`src/hdl/adc_tw_pkg.sv`:
```
// shared constants and types for the two-wire serial adc master
// no dependencies
`default_nettype none
package adc_tw_pkg;

  localparam int SAMPLE_BITS  = 24;
  localparam int EXTRA_CLOCKS = 3;
  localparam int TAIL_PULSES  = 19;
  localparam int SAMPLE_W     = 24;
  localparam int CNT_W        = 6;
  localparam int HALF_W       = 16;
  localparam int CFG_W        = 8;
  localparam int REQ_W        = 2;

  localparam logic [HALF_W-1:0] HALF_RESET = 16'd8;

  localparam logic [CFG_W-1:0] CMD_WRITE = 8'h65;
  localparam logic [CFG_W-1:0] CMD_READ  = 8'h56;

  localparam logic [REQ_W-1:0] REQ_NONE   = 2'd0;
  localparam logic [REQ_W-1:0] REQ_SAMPLE = 2'd1;
  localparam logic [REQ_W-1:0] REQ_WRITE  = 2'd2;
  localparam logic [REQ_W-1:0] REQ_READ   = 2'd3;

  localparam logic [CNT_W-1:0] PC_READOUT_END = CNT_W'(SAMPLE_BITS + EXTRA_CLOCKS);
  localparam logic [CNT_W-1:0] PC_SAMPLE_LAST = CNT_W'(SAMPLE_BITS);
  localparam logic [CNT_W-1:0] PC_FRAME_END   = CNT_W'(SAMPLE_BITS + EXTRA_CLOCKS
                                                       + TAIL_PULSES);
  localparam logic [CNT_W-1:0] PC_CFG_FIRST   = CNT_W'(SAMPLE_BITS + EXTRA_CLOCKS + 11);
  localparam logic [CNT_W-1:0] PC_CFG_LAST    = CNT_W'(SAMPLE_BITS + EXTRA_CLOCKS + 18);

  typedef struct packed {
    logic                sclk_level;
    logic                dout_drive_enable;
    logic                dout_drive_value;
    logic                sample_valid;
    logic [SAMPLE_W-1:0] sample_value;
    logic                config_valid;
    logic [CFG_W-1:0]    config_value;
    logic                busy_res;
  } res_t;

endpackage
`default_nettype wire

```
`src/hdl/adc_tw_step.sv`:
```
// per-tick sequencer of the serial master: state registers and next-state logic
// depends on adc_tw_pkg
`default_nettype none
module adc_tw_step (
  input  wire logic                            clk_i,
  input  wire logic                            rst_ni,
  input  wire logic                            cfg_we_i,
  input  wire logic [adc_tw_pkg::HALF_W-1:0]   cfg_wdata_i,
  input  wire logic                            step_en_i,
  input  wire logic [adc_tw_pkg::REQ_W-1:0]    req_type_i,
  input  wire logic [adc_tw_pkg::CFG_W-1:0]    config_byte_i,
  input  wire logic                            dout_level_i,
  output adc_tw_pkg::res_t                     res_o
);

  localparam logic [3:0] PH_IDLE  = 4'd0;
  localparam logic [3:0] PH_WAIT  = 4'd1;
  localparam logic [3:0] PH_CLOCK = 4'd2;

  logic [3:0]                         phase_q, phase_d;
  logic [adc_tw_pkg::REQ_W-1:0]       op_q, op_d;
  logic [adc_tw_pkg::CNT_W-1:0]       pc_q, pc_d;
  logic [adc_tw_pkg::HALF_W-1:0]      ht_q, ht_d;
  logic                               ch_q, ch_d;
  logic                               prev_q;
  logic [adc_tw_pkg::SAMPLE_BITS-1:0] sin_q, sin_d;
  logic [adc_tw_pkg::CFG_W-1:0]       sout_q, sout_d;
  logic [adc_tw_pkg::CFG_W-1:0]       cin_q, cin_d;
  logic [adc_tw_pkg::HALF_W-1:0]      half_q;

  logic [adc_tw_pkg::HALF_W-1:0]      half_eff;
  logic [adc_tw_pkg::HALF_W:0]        ht_inc;
  logic [adc_tw_pkg::CFG_W-1:0]       cmd;
  logic [adc_tw_pkg::CNT_W-1:0]       q;
  logic [2:0]                         cmd_idx;
  logic [2:0]                         so_idx;
  logic                               drv_en, drv_val;
  logic [adc_tw_pkg::CNT_W-1:0]       last_pc;

  assign half_eff = (half_q == '0) ? adc_tw_pkg::HALF_W'(1) : half_q;
  assign ht_inc   = {1'b0, ht_q} + (adc_tw_pkg::HALF_W + 1)'(1);
  assign last_pc  = (op_q == adc_tw_pkg::REQ_SAMPLE) ? adc_tw_pkg::PC_READOUT_END
                                                     : adc_tw_pkg::PC_FRAME_END;

  // data line drive during the command and config tail
  always_comb begin
    cmd     = (op_q == adc_tw_pkg::REQ_WRITE) ? adc_tw_pkg::CMD_WRITE : adc_tw_pkg::CMD_READ;
    q       = pc_q - adc_tw_pkg::PC_READOUT_END;
    cmd_idx = 3'(4'd9 - q[3:0]);
    so_idx  = 3'(5'd18 - q[4:0]);
    drv_en  = 1'b0;
    drv_val = 1'b0;
    if ((op_q >= adc_tw_pkg::REQ_WRITE) && (pc_q > adc_tw_pkg::PC_READOUT_END) &&
        !((op_q == adc_tw_pkg::REQ_READ) && (q > 6'd9)) && (q <= 6'd19)) begin
      drv_en = 1'b1;
      if (q <= 6'd2) begin
        drv_val = 1'b1;
      end else if (q <= 6'd9) begin
        drv_val = cmd[cmd_idx];
      end else if (q == 6'd10) begin
        drv_val = cmd[0];
      end else if (q <= 6'd18) begin
        drv_val = sout_q[so_idx];
      end else begin
        drv_val = sout_q[0];
      end
    end
  end

  always_comb begin
    phase_d = phase_q;
    op_d    = op_q;
    pc_d    = pc_q;
    ht_d    = ht_q;
    ch_d    = ch_q;
    sin_d   = sin_q;
    sout_d  = sout_q;
    cin_d   = cin_q;
    res_o   = '0;
    res_o.busy_res = (phase_q != PH_IDLE);
    unique case (phase_q)
      PH_IDLE: begin
        if (req_type_i != adc_tw_pkg::REQ_NONE) begin
          op_d           = req_type_i;
          sout_d         = config_byte_i;
          sin_d          = '0;
          cin_d          = '0;
          phase_d        = PH_WAIT;
          res_o.busy_res = 1'b1;
        end
      end
      PH_WAIT: begin
        if (prev_q && !dout_level_i) begin
          phase_d = PH_CLOCK;
          pc_d    = adc_tw_pkg::CNT_W'(1);
          ch_d    = 1'b1;
          ht_d    = '0;
        end
      end
      PH_CLOCK: begin
        res_o.sclk_level        = ch_q;
        res_o.dout_drive_enable = drv_en;
        res_o.dout_drive_value  = drv_val;
        if (ht_inc >= {1'b0, half_eff}) begin
          ht_d = '0;
          if (ch_q) begin
            if (pc_q <= adc_tw_pkg::PC_SAMPLE_LAST) begin
              sin_d = {sin_q[adc_tw_pkg::SAMPLE_BITS-2:0], dout_level_i};
            end else if ((op_q == adc_tw_pkg::REQ_READ) &&
                         (pc_q >= adc_tw_pkg::PC_CFG_FIRST) &&
                         (pc_q <= adc_tw_pkg::PC_CFG_LAST)) begin
              cin_d = {cin_q[adc_tw_pkg::CFG_W-2:0], dout_level_i};
            end
            ch_d = 1'b0;
          end else begin
            if (pc_q == adc_tw_pkg::PC_READOUT_END) begin
              res_o.sample_valid = 1'b1;
              res_o.sample_value = adc_tw_pkg::SAMPLE_W'($signed(sin_q));
            end
            if (pc_q >= last_pc) begin
              if (op_q == adc_tw_pkg::REQ_READ) begin
                res_o.config_valid = 1'b1;
                res_o.config_value = cin_q;
              end
              phase_d = PH_IDLE;
              pc_d    = '0;
            end else begin
              pc_d = pc_q + adc_tw_pkg::CNT_W'(1);
              ch_d = 1'b1;
            end
          end
        end else begin
          ht_d = ht_inc[adc_tw_pkg::HALF_W-1:0];
        end
      end
      default: begin
        phase_d = PH_IDLE;
      end
    endcase
  end

  always_ff @(posedge clk_i or negedge rst_ni) begin
    if (!rst_ni) begin
      phase_q <= PH_IDLE;
      op_q    <= '0;
      pc_q    <= '0;
      ht_q    <= '0;
      ch_q    <= 1'b0;
      prev_q  <= 1'b0;
      sin_q   <= '0;
      sout_q  <= '0;
      cin_q   <= '0;
    end else if (step_en_i) begin
      phase_q <= phase_d;
      op_q    <= op_d;
      pc_q    <= pc_d;
      ht_q    <= ht_d;
      ch_q    <= ch_d;
      prev_q  <= dout_level_i;
      sin_q   <= sin_d;
      sout_q  <= sout_d;
      cin_q   <= cin_d;
    end
  end

  always_ff @(posedge clk_i or negedge rst_ni) begin
    if (!rst_ni) begin
      half_q <= adc_tw_pkg::HALF_RESET;
    end else if (cfg_we_i) begin
      half_q <= cfg_wdata_i;
    end
  end

endmodule
`default_nettype wire

```
`src/hdl/adc_tw_obuf.sv`:
```
// result register with a skid stage so the input side keeps moving under stall
// depends on adc_tw_pkg
`default_nettype none
module adc_tw_obuf (
  input  wire logic       clk_i,
  input  wire logic       rst_ni,
  input  wire logic       push_i,
  input  wire adc_tw_pkg::res_t push_data_i,
  output logic            full_o,
  output logic            out_valid_o,
  input  wire logic       out_stall_i,
  output adc_tw_pkg::res_t out_data_o
);

  logic             out_valid_q, out_valid_d;
  logic             skid_valid_q, skid_valid_d;
  adc_tw_pkg::res_t out_q, out_d;
  adc_tw_pkg::res_t skid_q, skid_d;
  logic             pop;

  assign pop = out_valid_q && !out_stall_i;

  always_comb begin
    out_valid_d  = out_valid_q;
    skid_valid_d = skid_valid_q;
    out_d        = out_q;
    skid_d       = skid_q;
    if (!out_valid_q || pop) begin
      if (skid_valid_q) begin
        out_d        = skid_q;
        out_valid_d  = 1'b1;
        skid_valid_d = push_i;
        skid_d       = push_data_i;
      end else begin
        out_valid_d = push_i;
        out_d       = push_data_i;
      end
    end else if (push_i) begin
      skid_valid_d = 1'b1;
      skid_d       = push_data_i;
    end
  end

  always_ff @(posedge clk_i or negedge rst_ni) begin
    if (!rst_ni) begin
      out_valid_q  <= 1'b0;
      skid_valid_q <= 1'b0;
    end else begin
      out_valid_q  <= out_valid_d;
      skid_valid_q <= skid_valid_d;
    end
  end

  always_ff @(posedge clk_i) begin
    out_q  <= out_d;
    skid_q <= skid_d;
  end

  assign full_o      = skid_valid_q;
  assign out_valid_o = out_valid_q;
  assign out_data_o  = out_q;

endmodule
`default_nettype wire

```
`src/hdl/adc_two_wire_serial_master_core.sv`:
```
// top level of the two-wire serial adc master: sequencer plus result buffer
// depends on adc_tw_pkg, adc_tw_step, adc_tw_obuf
//
// each input transaction is one tick of the serial interface: the sampled
// data/ready line level plus an optional request (sample read, config write,
// config read) that is only taken while the master is idle. every accepted
// tick produces exactly one result transaction with the sclk level, the data
// line drive, the sample and config pulses and the busy flag.
// an accepted result is registered in the result register, or in the
// one-entry skid stage while the receiver stalls; a transaction can be
// accepted every cycle while in_stall_o is low. a stalled receiver holds the
// result, and in_stall_o is raised only once the skid stage is occupied.
// cfg_we_i writes half_period_ticks (sclk half period in ticks, 0 acts as 1);
// write it only while the master is idle.
// reset clears the sequencer to idle, empties both result stages and sets
// half_period_ticks to 8.
`default_nettype none
module adc_two_wire_serial_master_core (
  input  wire logic                                clk_i,
  input  wire logic                                rst_ni,
  input  wire logic                                cfg_we_i,
  input  wire logic [adc_tw_pkg::HALF_W-1:0]       cfg_wdata_i,
  input  wire logic                                in_valid_i,
  output logic                                     in_stall_o,
  input  wire logic [adc_tw_pkg::REQ_W-1:0]        req_type_i,
  input  wire logic [adc_tw_pkg::CFG_W-1:0]        config_byte_i,
  input  wire logic                                dout_level_i,
  output logic                                     out_valid_o,
  input  wire logic                                out_stall_i,
  output logic                                     sclk_level_o,
  output logic                                     dout_drive_enable_o,
  output logic                                     dout_drive_value_o,
  output logic                                     sample_valid_o,
  output logic signed [adc_tw_pkg::SAMPLE_W-1:0]   sample_value_o,
  output logic                                     config_valid_o,
  output logic        [adc_tw_pkg::CFG_W-1:0]      config_value_o,
  output logic                                     busy_res_o
);

  logic             accept;
  logic             full;
  adc_tw_pkg::res_t step_res;
  adc_tw_pkg::res_t out_res;

  assign accept     = in_valid_i && !in_stall_o;
  assign in_stall_o = full;

  adc_tw_step u_step (
    .clk_i         (clk_i),
    .rst_ni        (rst_ni),
    .cfg_we_i      (cfg_we_i),
    .cfg_wdata_i   (cfg_wdata_i),
    .step_en_i     (accept),
    .req_type_i    (req_type_i),
    .config_byte_i (config_byte_i),
    .dout_level_i  (dout_level_i),
    .res_o         (step_res)
  );

  adc_tw_obuf u_obuf (
    .clk_i       (clk_i),
    .rst_ni      (rst_ni),
    .push_i      (accept),
    .push_data_i (step_res),
    .full_o      (full),
    .out_valid_o (out_valid_o),
    .out_stall_i (out_stall_i),
    .out_data_o  (out_res)
  );

  assign sclk_level_o        = out_res.sclk_level;
  assign dout_drive_enable_o = out_res.dout_drive_enable;
  assign dout_drive_value_o  = out_res.dout_drive_value;
  assign sample_valid_o      = out_res.sample_valid;
  assign sample_value_o      = $signed(out_res.sample_value);
  assign config_valid_o      = out_res.config_valid;
  assign config_value_o      = out_res.config_value;
  assign busy_res_o          = out_res.busy_res;

`ifndef SYNTH
  a_done_while_busy: assert property (@(posedge clk_i) disable iff (!rst_ni)
    out_valid_o && (sample_valid_o || config_valid_o) |-> busy_res_o)
    else $error("completion pulse outside a busy transaction");

  a_idle_quiet: assert property (@(posedge clk_i) disable iff (!rst_ni)
    out_valid_o && !busy_res_o |-> !sclk_level_o && !dout_drive_enable_o)
    else $error("serial lines active while idle");

  a_sample_zero: assert property (@(posedge clk_i) disable iff (!rst_ni)
    out_valid_o && !sample_valid_o |-> sample_value_o == '0)
    else $error("sample value nonzero without pulse");

  a_cfg_zero: assert property (@(posedge clk_i) disable iff (!rst_ni)
    out_valid_o && !config_valid_o |-> config_value_o == '0)
    else $error("config value nonzero without pulse");
`endif

endmodule
`default_nettype wire
```
`config.mk`:
```
export PLATFORM = sky130hd
export DESIGN_NAME = adc_two_wire_serial_master_core
export DESIGN_NICKNAME = d
export VERILOG_FILES = /design/src/hdl/adc_tw_pkg.sv /design/src/hdl/adc_tw_step.sv /design/src/hdl/adc_tw_obuf.sv /design/src/hdl/adc_two_wire_serial_master_core.sv
export SDC_FILE = /design/constraint.sdc
export NUM_CORES = 1
export LEC_CHECK = 0
export ABC_AREA = 1
export BUFFER_PORTS_ARGS = -buffer_cell sky130_fd_sc_hd__buf_2
export CORE_MARGIN = 2
export CORE_UTILIZATION = 60
export DETAILED_ROUTE_END_ITERATION = 6
export GPL_TIMING_DRIVEN = 0
export PLACE_DENSITY = 0.8
export SYNTH_ARGS = -nofsm -noshare
export SYNTH_HDL_FRONTEND = slang
export SYNTH_SLANG_ARGS = --single-unit
```
`constraint.sdc`:
```
create_clock -name clk_i -period 7 [get_ports clk_i]
set_input_delay 1.4 -clock clk_i [delete_from_list [all_inputs] [get_ports clk_i]]
set_output_delay 1.4 -clock clk_i [all_outputs]
set_load 0.1 [all_outputs]
```
* Word level (Yosys, flattened, before mapping)
Cells that the tools add are included.
Word-level totals: register bits after elaboration 164, bits in latches 0, bits in writable memories 0, bits in read-only memories 0, input port bits 32, logic and storage cells 153, memories kept 0
Operators by class: add/subtract/negate cells 5, multiply operators 0, divide/modulo/power cells 0, $lt $le $gt $ge 14, eq/ne operators 17, shift operators 0, muxes and demuxes 59, bitwise logic cells 0, reductions and logical operators 30
Operator list (number):
- 38-bit two-way mux | 4
- 24-bit two-way mux | 4
- 34-bit two-way mux | 2
- 16-bit two-way mux | 3
- 24-bit one-hot mux with 2 select lines | 1
- 8-bit two-way mux | 5
- 37-bit two-way mux | 1
- 6-bit two-way mux | 6
- 16-bit one-hot mux with 2 select lines | 1
- 25-bit two-way mux | 1
- 4-bit two-way mux | 5
- 6-bit by 5-bit less-or-equal comparator with 1-bit output (second input constant) | 3
- 1-bit two-way mux | 18
- 9-bit two-way mux | 2
- 16-bit by 1-bit adder with 17-bit output (second input constant) | 1
- 17-bit by 16-bit >= comparator with 1-bit output | 1
- 16-bit zero test | 1
- 2-bit by 1-bit inequality test with 1-bit output (second input constant) | 8
- 8-bit one-hot mux with 2 select lines | 1
- 4-bit one-hot mux with 3 select lines | 1
- 6-bit one-hot mux with 2 select lines | 1
- 6-bit AND reduction | 2
- 1-bit logical AND | 9
- 3-bit by 4-bit less-than comparator with 1-bit output (second input constant) | 2
- 31 further kinds | 42

* Depth between registers and ports, before layout
Gate-level depths: netlist of the first run.
depth in word-level cells 12, gate-level depth with buffers 22, depth with buffers taken out 21

* Hierarchy
From an unflattened synthesis of the first run, not the netlist that was laid out.
Second synthesis, totals: cell total of the unflattened synthesis 950, area total of the unflattened synthesis 8162.8 um^2
By module, submodules not included:
- adc_tw_step | instances 1, cells each 737, area an instance 5296.3 um^2
- adc_tw_obuf | instances 1, cells each 211, area an instance 2856.5 um^2
- adc_two_wire_serial_master_core | instances 1, cells each 2, area an instance 10.0 um^2

* Least setup slack after synthesis of the first run
OpenSTA, ideal clock, no wires.
path kind input -> register, from input out_stall_i, to register u_obuf.skid_q[0] in the netlist's numbering (enable), library setup time 0.486 ns, arrival time 5.134 ns, data required time 6.514 ns, path slack 1.380 ns, cell stages on the path 2, buffers on the path 0, cell sequence nand2_1 -> o21ai_0
On the way: word-level cells in the longest chain between the ends 5, elaborated cells on any way between the ends 6, classes of those cells eq/ne (1); reduce/logical (5)
Ends and longest elaborated chain:
- start: declaration | line adc_two_wire_serial_master_core.sv:29 | input wire logic out_stall_i,
- 1-bit zero test * | line adc_tw_obuf.sv:21 | assign pop = out_valid_q && !out_stall_i;
- 1-bit logical AND * | line adc_tw_obuf.sv:21
- 1-bit logical OR * | line adc_tw_obuf.sv:28 | if (!out_valid_q || pop) begin
- 2-bit by 1-bit inequality test with 1-bit output (no line) / 2-bit nonzero test (equally long branches)
- 2-bit AND reduction (no line) *
- end signal: assignment | line adc_tw_obuf.sv:56 | skid_q <= skid_d;
- end: declaration | line adc_tw_obuf.sv:18 | adc_tw_pkg::res_t skid_q, skid_d;
Every way passes the cells marked *; elsewhere a longest branch is shown, timed or not. A chain may end at the register's enable or synchronous reset.

* Final worst setup path of the first run
from register u_step.ht_q[0] in the netlist's numbering, to register u_obuf.out_q, in the netlist u_obuf.out_data_o[30], data pin
On the way: word-level cells in the longest chain between the ends 5
Ends and longest elaborated chain:
- start: declaration | line adc_tw_step.sv:23 | logic [adc_tw_pkg::HALF_W-1:0] ht_q, ht_d;
- start signal: assignment | line adc_tw_step.sv:157 | ht_q <= ht_d;
- 16-bit by 1-bit adder with 17-bit output | line adc_tw_step.sv:41 | assign ht_inc = {1'b0, ht_q} + (adc_tw_pkg::HALF_W + 1)'(1);
- 17-bit by 16-bit >= comparator with 1-bit output | line adc_tw_step.sv:104 | if (ht_inc >= {1'b0, half_eff}) begin
- 34-bit two-way mux | line adc_tw_step.sv:104
- 37-bit two-way mux | line adc_tw_step.sv:81 | unique case (phase_q)
- 38-bit two-way mux | line adc_tw_obuf.sv:29 | if (skid_valid_q) begin
- end signal: assignment | line adc_tw_obuf.sv:55 | out_q <= out_d;
- end: declaration | line adc_tw_obuf.sv:17 | adc_tw_pkg::res_t out_q, out_d;
No other way between the ends.

==> impl_metrics.yaml, run 1 <==
cells_and_area:
  final_util: 0.708
  drive_gt1_frac: 0.149
  fin_nets: 1159
  mostFrequentLayoutCells: "nand2_1 (247), inv_1 (109), nor2_1 (100)"
  fillers: 1090
  area_growth_syn_to_layout_pct: 14.8
  num_antenna_cells: 0
  final_common_cell: "nand2_1"
synth:
  netlist-cell-type-count: 42
  synth-main-ff-cell: "dfrtp_1"
  synth-async-reset-ratio: 0.531
  ys_seq_elements: 162
  synth_edf_count: 76
  synth_nets: 1066
  synthCells: 1005
  yosys.area.top_type_share: 0.265
  postSynthAreaPerCell_um2: 8.58
  synth.cell_area_um2: 8630
  yosys_warnings: 0
  yosysTopAreaCell: "edfxtp_1"
  yosys-top-cells-area: "edfxtp_1 (26%), dfrtp_1 (25%), nand2_1 (11%)"
  seq_area_frac_synth: 0.514
clock_network:
  ctsHoldBuffers: 0
  path_clk_slew_ns: 0.06
  cts_buffer_depth: 2
  numCtsBuffers: 17
  clkSinkCount: 162
  post-cts-setup-buffers: 0
  cts_tree: "built"
  cts_resized: 0
  insertion_delay_ns: 0.44
  root_buffer: "clkbuf_16"
  htreeDepth: 4
timing:
  slew_violations: 0
  worst_pin_slew_ns: 0.940
  layout_min_cycle_time_ns: 3.67
  timing.slew.headroom: 0.367
  setup_ws_ns: 3.33
  setup_viol: 0
  rsz0062_at_grt: "no"
  skew_ns: 0.00543
  whs_ns: 0.473
  tns_ns: 0
  hold_viol: 0
  fmax_mhz: 272
  fin_crit_sh: 0.525
worst_setup_path:
  cp_slowest_cell: "dfrtp_1"
  r2r_setup_slack_ns: 3.33
  start_kind: "flop"
  slowest_delay_ns: 0.43
  reg2reg_from: "u_step.ht_q[0]$_DFFE_PN0P_"
  worst_r2r_endpoint: "u_obuf.out_data_o[30]$_DFFE_PN_"
  cp_num_buf_inv: 2
  criticalPathCategory: "flop to flop"
  r2r_cells: 15
  crit_fanout: 10
  crit_family: "simple AND/OR/NAND/NOR gates"
  arrival_ns: 3.92
  cp.required_ns: 7.25
  cp-end-kind: "flop"
  cp_cell_sequence: "ha_1 > nand3_2 > nor2_4 > nand2_1 > nor2_1 > xnor2_1 > inv_1 > ha_1 > nand4_1 > nor4_1 > nand2_1 > nand3_4 > buf_2 > nand3_1 > o21ai_0"
floorplan:
  die_x_um: 124
  rows: 43
  die_y_um: 124
  coreArea_um2: 14000
  ios: 72
  initial_core_util: 0.617
  dieArea_um2: 15400
worst_hold_path:
  holdPathEnd: "u_step.sin_q[7]$_DFFE_PN0P_"
  worstHoldStart: "u_step.sin_q[7]$_DFFE_PN0P_"
  min_path_type: "flop to flop"
  hold_path_depth: 2
placed_design:
  gp_congestion: 0.911
  dpl.hpwl_um: 13700
  pre_cts_ws_ns: 3.46
  io_buffers: 71
global_routing:
  grt_pass1_vias: 6871
  antenna_found_initial: 0
  grt_usage: 0.279
  grt_max_degree: 53
  grt_overflow: 0
  grt_pass1_wl_um: 32800
routing:
  wl_per_cell_um: 15.4
  drt-total-wl_um: 19900
  dr.pass1.iters: 5
  vias: 7246
  vias_per_cell: 5.61
  drtIter0Drc: 658
  drc: 0
  ant_nets: 0
power:
  leakage_uw: 0.00441
  power_uw: 2980
  ir_drop_mv: 0.172
  powerDensity_nw_per_um2: 301
job:
  cap_violations: 0
status:
  status: "finished, final reports clean"
-- synth_stat cells (all sizes together), types with 2 or more instances --
cell,instances
edfxtp,76
mux2,5
a21oi,21
nand4,59
nand2,250
nand3b,2
o21bai,3
o22ai,7
ha,29
dfrtp,85
o41ai,2
clkbuf,27
xnor2,3
nor3,34
xor2,11
o21ai,69
nand3,59
inv,113
nor2,115
buf,24
nor4,3
or2,2
-- state kept, by name, indices dropped and copies added (netlist names), 2 cells and up --
name               flops
u_obuf.out_data_o     38
u_obuf.skid_q         38
u_step.sin_q          24
u_step.half_q         16
u_step.ht_q           16
u_step.cin_q           8
u_step.sout_q          8
u_step.pc_q            6
u_step.op_q            2
u_step.phase_q         2
-- per-layer routing --
metal	routed length [um]	track usage	up-vias
met5	0	0	-
met4	357	0.0948	0
met3	1360	0.0559	33
met2	9780	0.455	280
met1	8450	0.376	3413
li1	-	-	3520
-- area by class of cell --
cell class,count,area (um2),area share
Clock inverter,13,160,0.0162
Sequential cell,162,4440,0.448
Buffer,51,262,0.0264
Clock buffer,19,443,0.0447
Inverter,114,430,0.0435
Timing Repair Buffer,74,433,0.0437
Multi-Input combinational cell,678,3510,0.355
Tap cell,180,225,0.0227
-- report_power, final --
part | leakage, uW | internal [uW] | total, uW | switching (uW)
combinational | 0.00223 | 213 | 876 | 663
sequential | 0.00188 | 1110 | 1160 | 50.2
clock | 0.000295 | 569 | 950 | 381
-- worst max path at each step --
stage / startpoint / to / slack [ns] / cells past startpoint
2_1_floorplan: out_stall_i / u_obuf.skid_q[0]$_DFFE_PP_ / 1.38 / 2
3_3_place_gp: out_stall_i / u_obuf.skid_q[19]$_DFFE_PP_ / -0.51 / 3
3_5_place_dp: u_step.ht_q[0]$_DFFE_PN0P_ / u_obuf.out_data_o[31]$_DFFE_PN_ / 3.46 / 15
4_1_cts: u_step.ht_q[0]$_DFFE_PN0P_ / u_obuf.out_data_o[30]$_DFFE_PN_ / 3.37 / 15
5_1_grt: u_step.ht_q[0]$_DFFE_PN0P_ / u_obuf.out_data_o[30]$_DFFE_PN_ / 2.88 / 15
6_report: u_step.ht_q[0]$_DFFE_PN0P_ / u_obuf.out_data_o[30]$_DFFE_PN_ / 3.33 / 15
-- worst register-to-register path, stage by stage, from the launching register on --
cell and delay, ns:
dfrtp_1 0.43, ha_1 0.24, nand3_2 0.14, nor2_4 0.19, nand2_1 0.13, nor2_1 0.19, xnor2_1 0.15, inv_1 0.09
ha_1 0.32, nand4_1 0.11, nor4_1 0.41, nand2_1 0.23, nand3_4 0.20, buf_2 0.28, nand3_1 0.10, o21ai_0 0.26
-- kinds of logic after synthesis --
group	Yosys count	share of synthesized area
AOI/OAI and AO/OA	106	0.0667
xor gates and xnor gates	14	0.0142
adders and majority gates	29	0.0421
buffers and inverters	165	0.0802
DFF	162	0.514
muxes	5	0.00653
and+or+nand+nor	524	0.276
-- through the flow --
| stage | cells | cell area (um2) |
|---|---|---|
| 2_1_floorplan | 1005 | 8630 |
| 3_3_place_gp | 1256 | 9210 |
| 3_5_place_dp | 1259 | 9300 |
| 4_1_cts | 1291 | 9900 |
| 5_1_grt | 1291 | 9900 |
| 6_report | 1291 | 9900 |
(Power assumes the default switching activity.)
==> run 2, diff against run 1 <==
==> constraint.sdc (replaced) <==
create_clock -name clk_i -period 3.6 [get_ports clk_i]
set_input_delay 0.72 -clock clk_i [delete_from_list [all_inputs] [get_ports clk_i]]
set_output_delay 0.72 -clock clk_i [all_outputs]
set_load 0.1 [all_outputs]
==> impl_metrics.yaml, run 2 (synthesized netlist as in run 1, its figures left out) <==
status:
  status: "finished, final reports clean"
floorplan:
  dieArea_um2: 15400
  initial_core_util: 0.617
  die_y_um: 124
  die_x_um: 124
  rows: 43
  coreArea_um2: 14000
  ios: 72
worst_setup_path:
  cp_cell_sequence: "ha_1 > nand3_2 > nor2_4 > nand2_1 > nor2_1 > xnor2_1 > inv_1 > ha_1 > nand4_1 > nor4_2 > nand2_1 > nand3_4 > buf_2 > nand3_1 > o21ai_0"
  slowest_delay_ns: 0.44
  arrival_ns: 3.68
  cp.required_ns: 3.87
  crit_fanout: 10
  cp-end-kind: "flop"
  start_kind: "flop"
  cp_slowest_cell: "dfrtp_1"
  criticalPathCategory: "flop to flop"
clock_network:
  path_clk_slew_ns: 0.07
  numCtsBuffers: 17
  htreeDepth: 4
  insertion_delay_ns: 0.43
  cts_resized: 0
  ctsHoldBuffers: 0
  clkSinkCount: 162
  post-cts-setup-buffers: 0
  cts_tree: "built"
  cts_buffer_depth: 2
  root_buffer: "clkbuf_16"
power:
  powerDensity_nw_per_um2: 582
  ir_drop_mv: 0.326
  leakage_uw: 0.00438
cells_and_area:
  num_antenna_cells: 0
  fin_area_um2: 9880
  drive_gt1_frac: 0.150
  fin_nets: 1158
  final_common_cell: "nand2_1"
  mostFrequentLayoutCells: "nand2_1 (247), inv_1 (109), nor2_1 (100)"
  area_growth_syn_to_layout_pct: 14.5
placed_design:
  dpl.hpwl_um: 13400
  io_buffers: 71
  post_dp_cell_area_um2: 9270
  gp_congestion: 0.885
timing:
  timing.slew.headroom: 0.137
  whs_ns: 0.172
  setup_viol: 0
  worst_pin_slew_ns: 1.29
  layout_min_cycle_time_ns: 3.41
  hold_viol: 0
  fin_crit_sh: 0.947
  fmax_mhz: 293
  slew_violations: 0
  skew_ns: 0.00824
global_routing:
  grt_max_degree: 65
  grt_pass1_wl_um: 32400
  grt_usage: 0.275
  grt_pass1_vias: 6830
  antenna_found_initial: 0
  grt_overflow: 0
worst_hold_path:
  min_path_type: "primary input to async pin"
routing:
  vias: 7204
  drt-total-wl_um: 19500
  drc: 0
  drtIter0Drc: 656
  ant_nets: 0
  vias_per_cell: 5.58
  wl_per_cell_um: 15.1
  dr.pass1.iters: 5
job:
  cap_violations: 0
## run 2: critical path: cells and delay by family, from the launching register on
family / cells / cell delay (ns)
AO/OA/AOI/OAI: 1 / 0.20
XOR/XNOR: 1 / 0.14
adder cells (fa/ha/maj): 2 / 0.57
buffers and inverters: 2 / 0.37
flip-flops: 1 / 0.44
AND/OR/NAND/NOR: 9 / 1.54
## run 2: stage by stage
step	instances	worst slack [ns]	power (uW)	TNS (ns)	util
after global routing	1290	-0.0327	6030	-0.0327	0.706
after floorplan	1005	0.272	3520	0	-
after CTS	1290	0.0573	5740	0	0.705
after detailed placement	1258	0.196	3950	0	0.663
final	1290	0.189	5750	0	0.706
after global placement	1256	-0.0161	3910	-0.564	0.659
## run 2: cell type report
class	instances	area [um2]
repair buffers	73	405
flip-flops and latches	162	4440
clock buffers	19	443
well taps	180	225
plain buffers	51	265
inverters	114	430
clock inverters	13	148
multi-input cells	678	3520
fillers	1093	4110
## run 2: worst paths after layout
kind,from,endpoint,slack (ns),depth (start not counted)
min reg2reg,u_step.sin_q[10]$_DFFE_PN0P_,u_step.sin_q[10]$_DFFE_PN0P_,0.47,2
max in group asynchronous,rst_ni,u_step.half_q[3]$_DFFE_PN1P_,2.80,2
max reg2reg,u_step.ht_q[0]$_DFFE_PN0P_,u_obuf.out_data_o[31]$_DFFE_PN_,0.19,15
max,u_step.ht_q[0]$_DFFE_PN0P_,u_obuf.out_data_o[31]$_DFFE_PN_,0.19,15
min in group clk_i,u_step.sin_q[10]$_DFFE_PN0P_,u_step.sin_q[10]$_DFFE_PN0P_,0.47,2
min,rst_ni,u_step.half_q[4]$_DFFE_PN0P_,0.17,1
## run 2: report_power, final
group | internal (uW) | switching (uW) | total [uW]
clock network | 1050 | 762 | 1810
registers | 2150 | 102 | 2250
logic | 410 | 1270 | 1680
total | 3610 | 2140 | 5750
## run 2: per-layer routing
| layer | vias to the layer above | share of wire | GRT usage | wire, um |
|---|---|---|---|---|
| met4 | 0 | 0.023 | 0.112 | 446 |
| met2 | 286 | 0.48 | 0.438 | 9270 |
| li1 | 3528 | - | - | - |
| met1 | 3349 | 0.43 | 0.371 | 8320 |
| met5 | - | 0 | 0 | 0 |
| met3 | 41 | 0.075 | 0.0536 | 1460 |
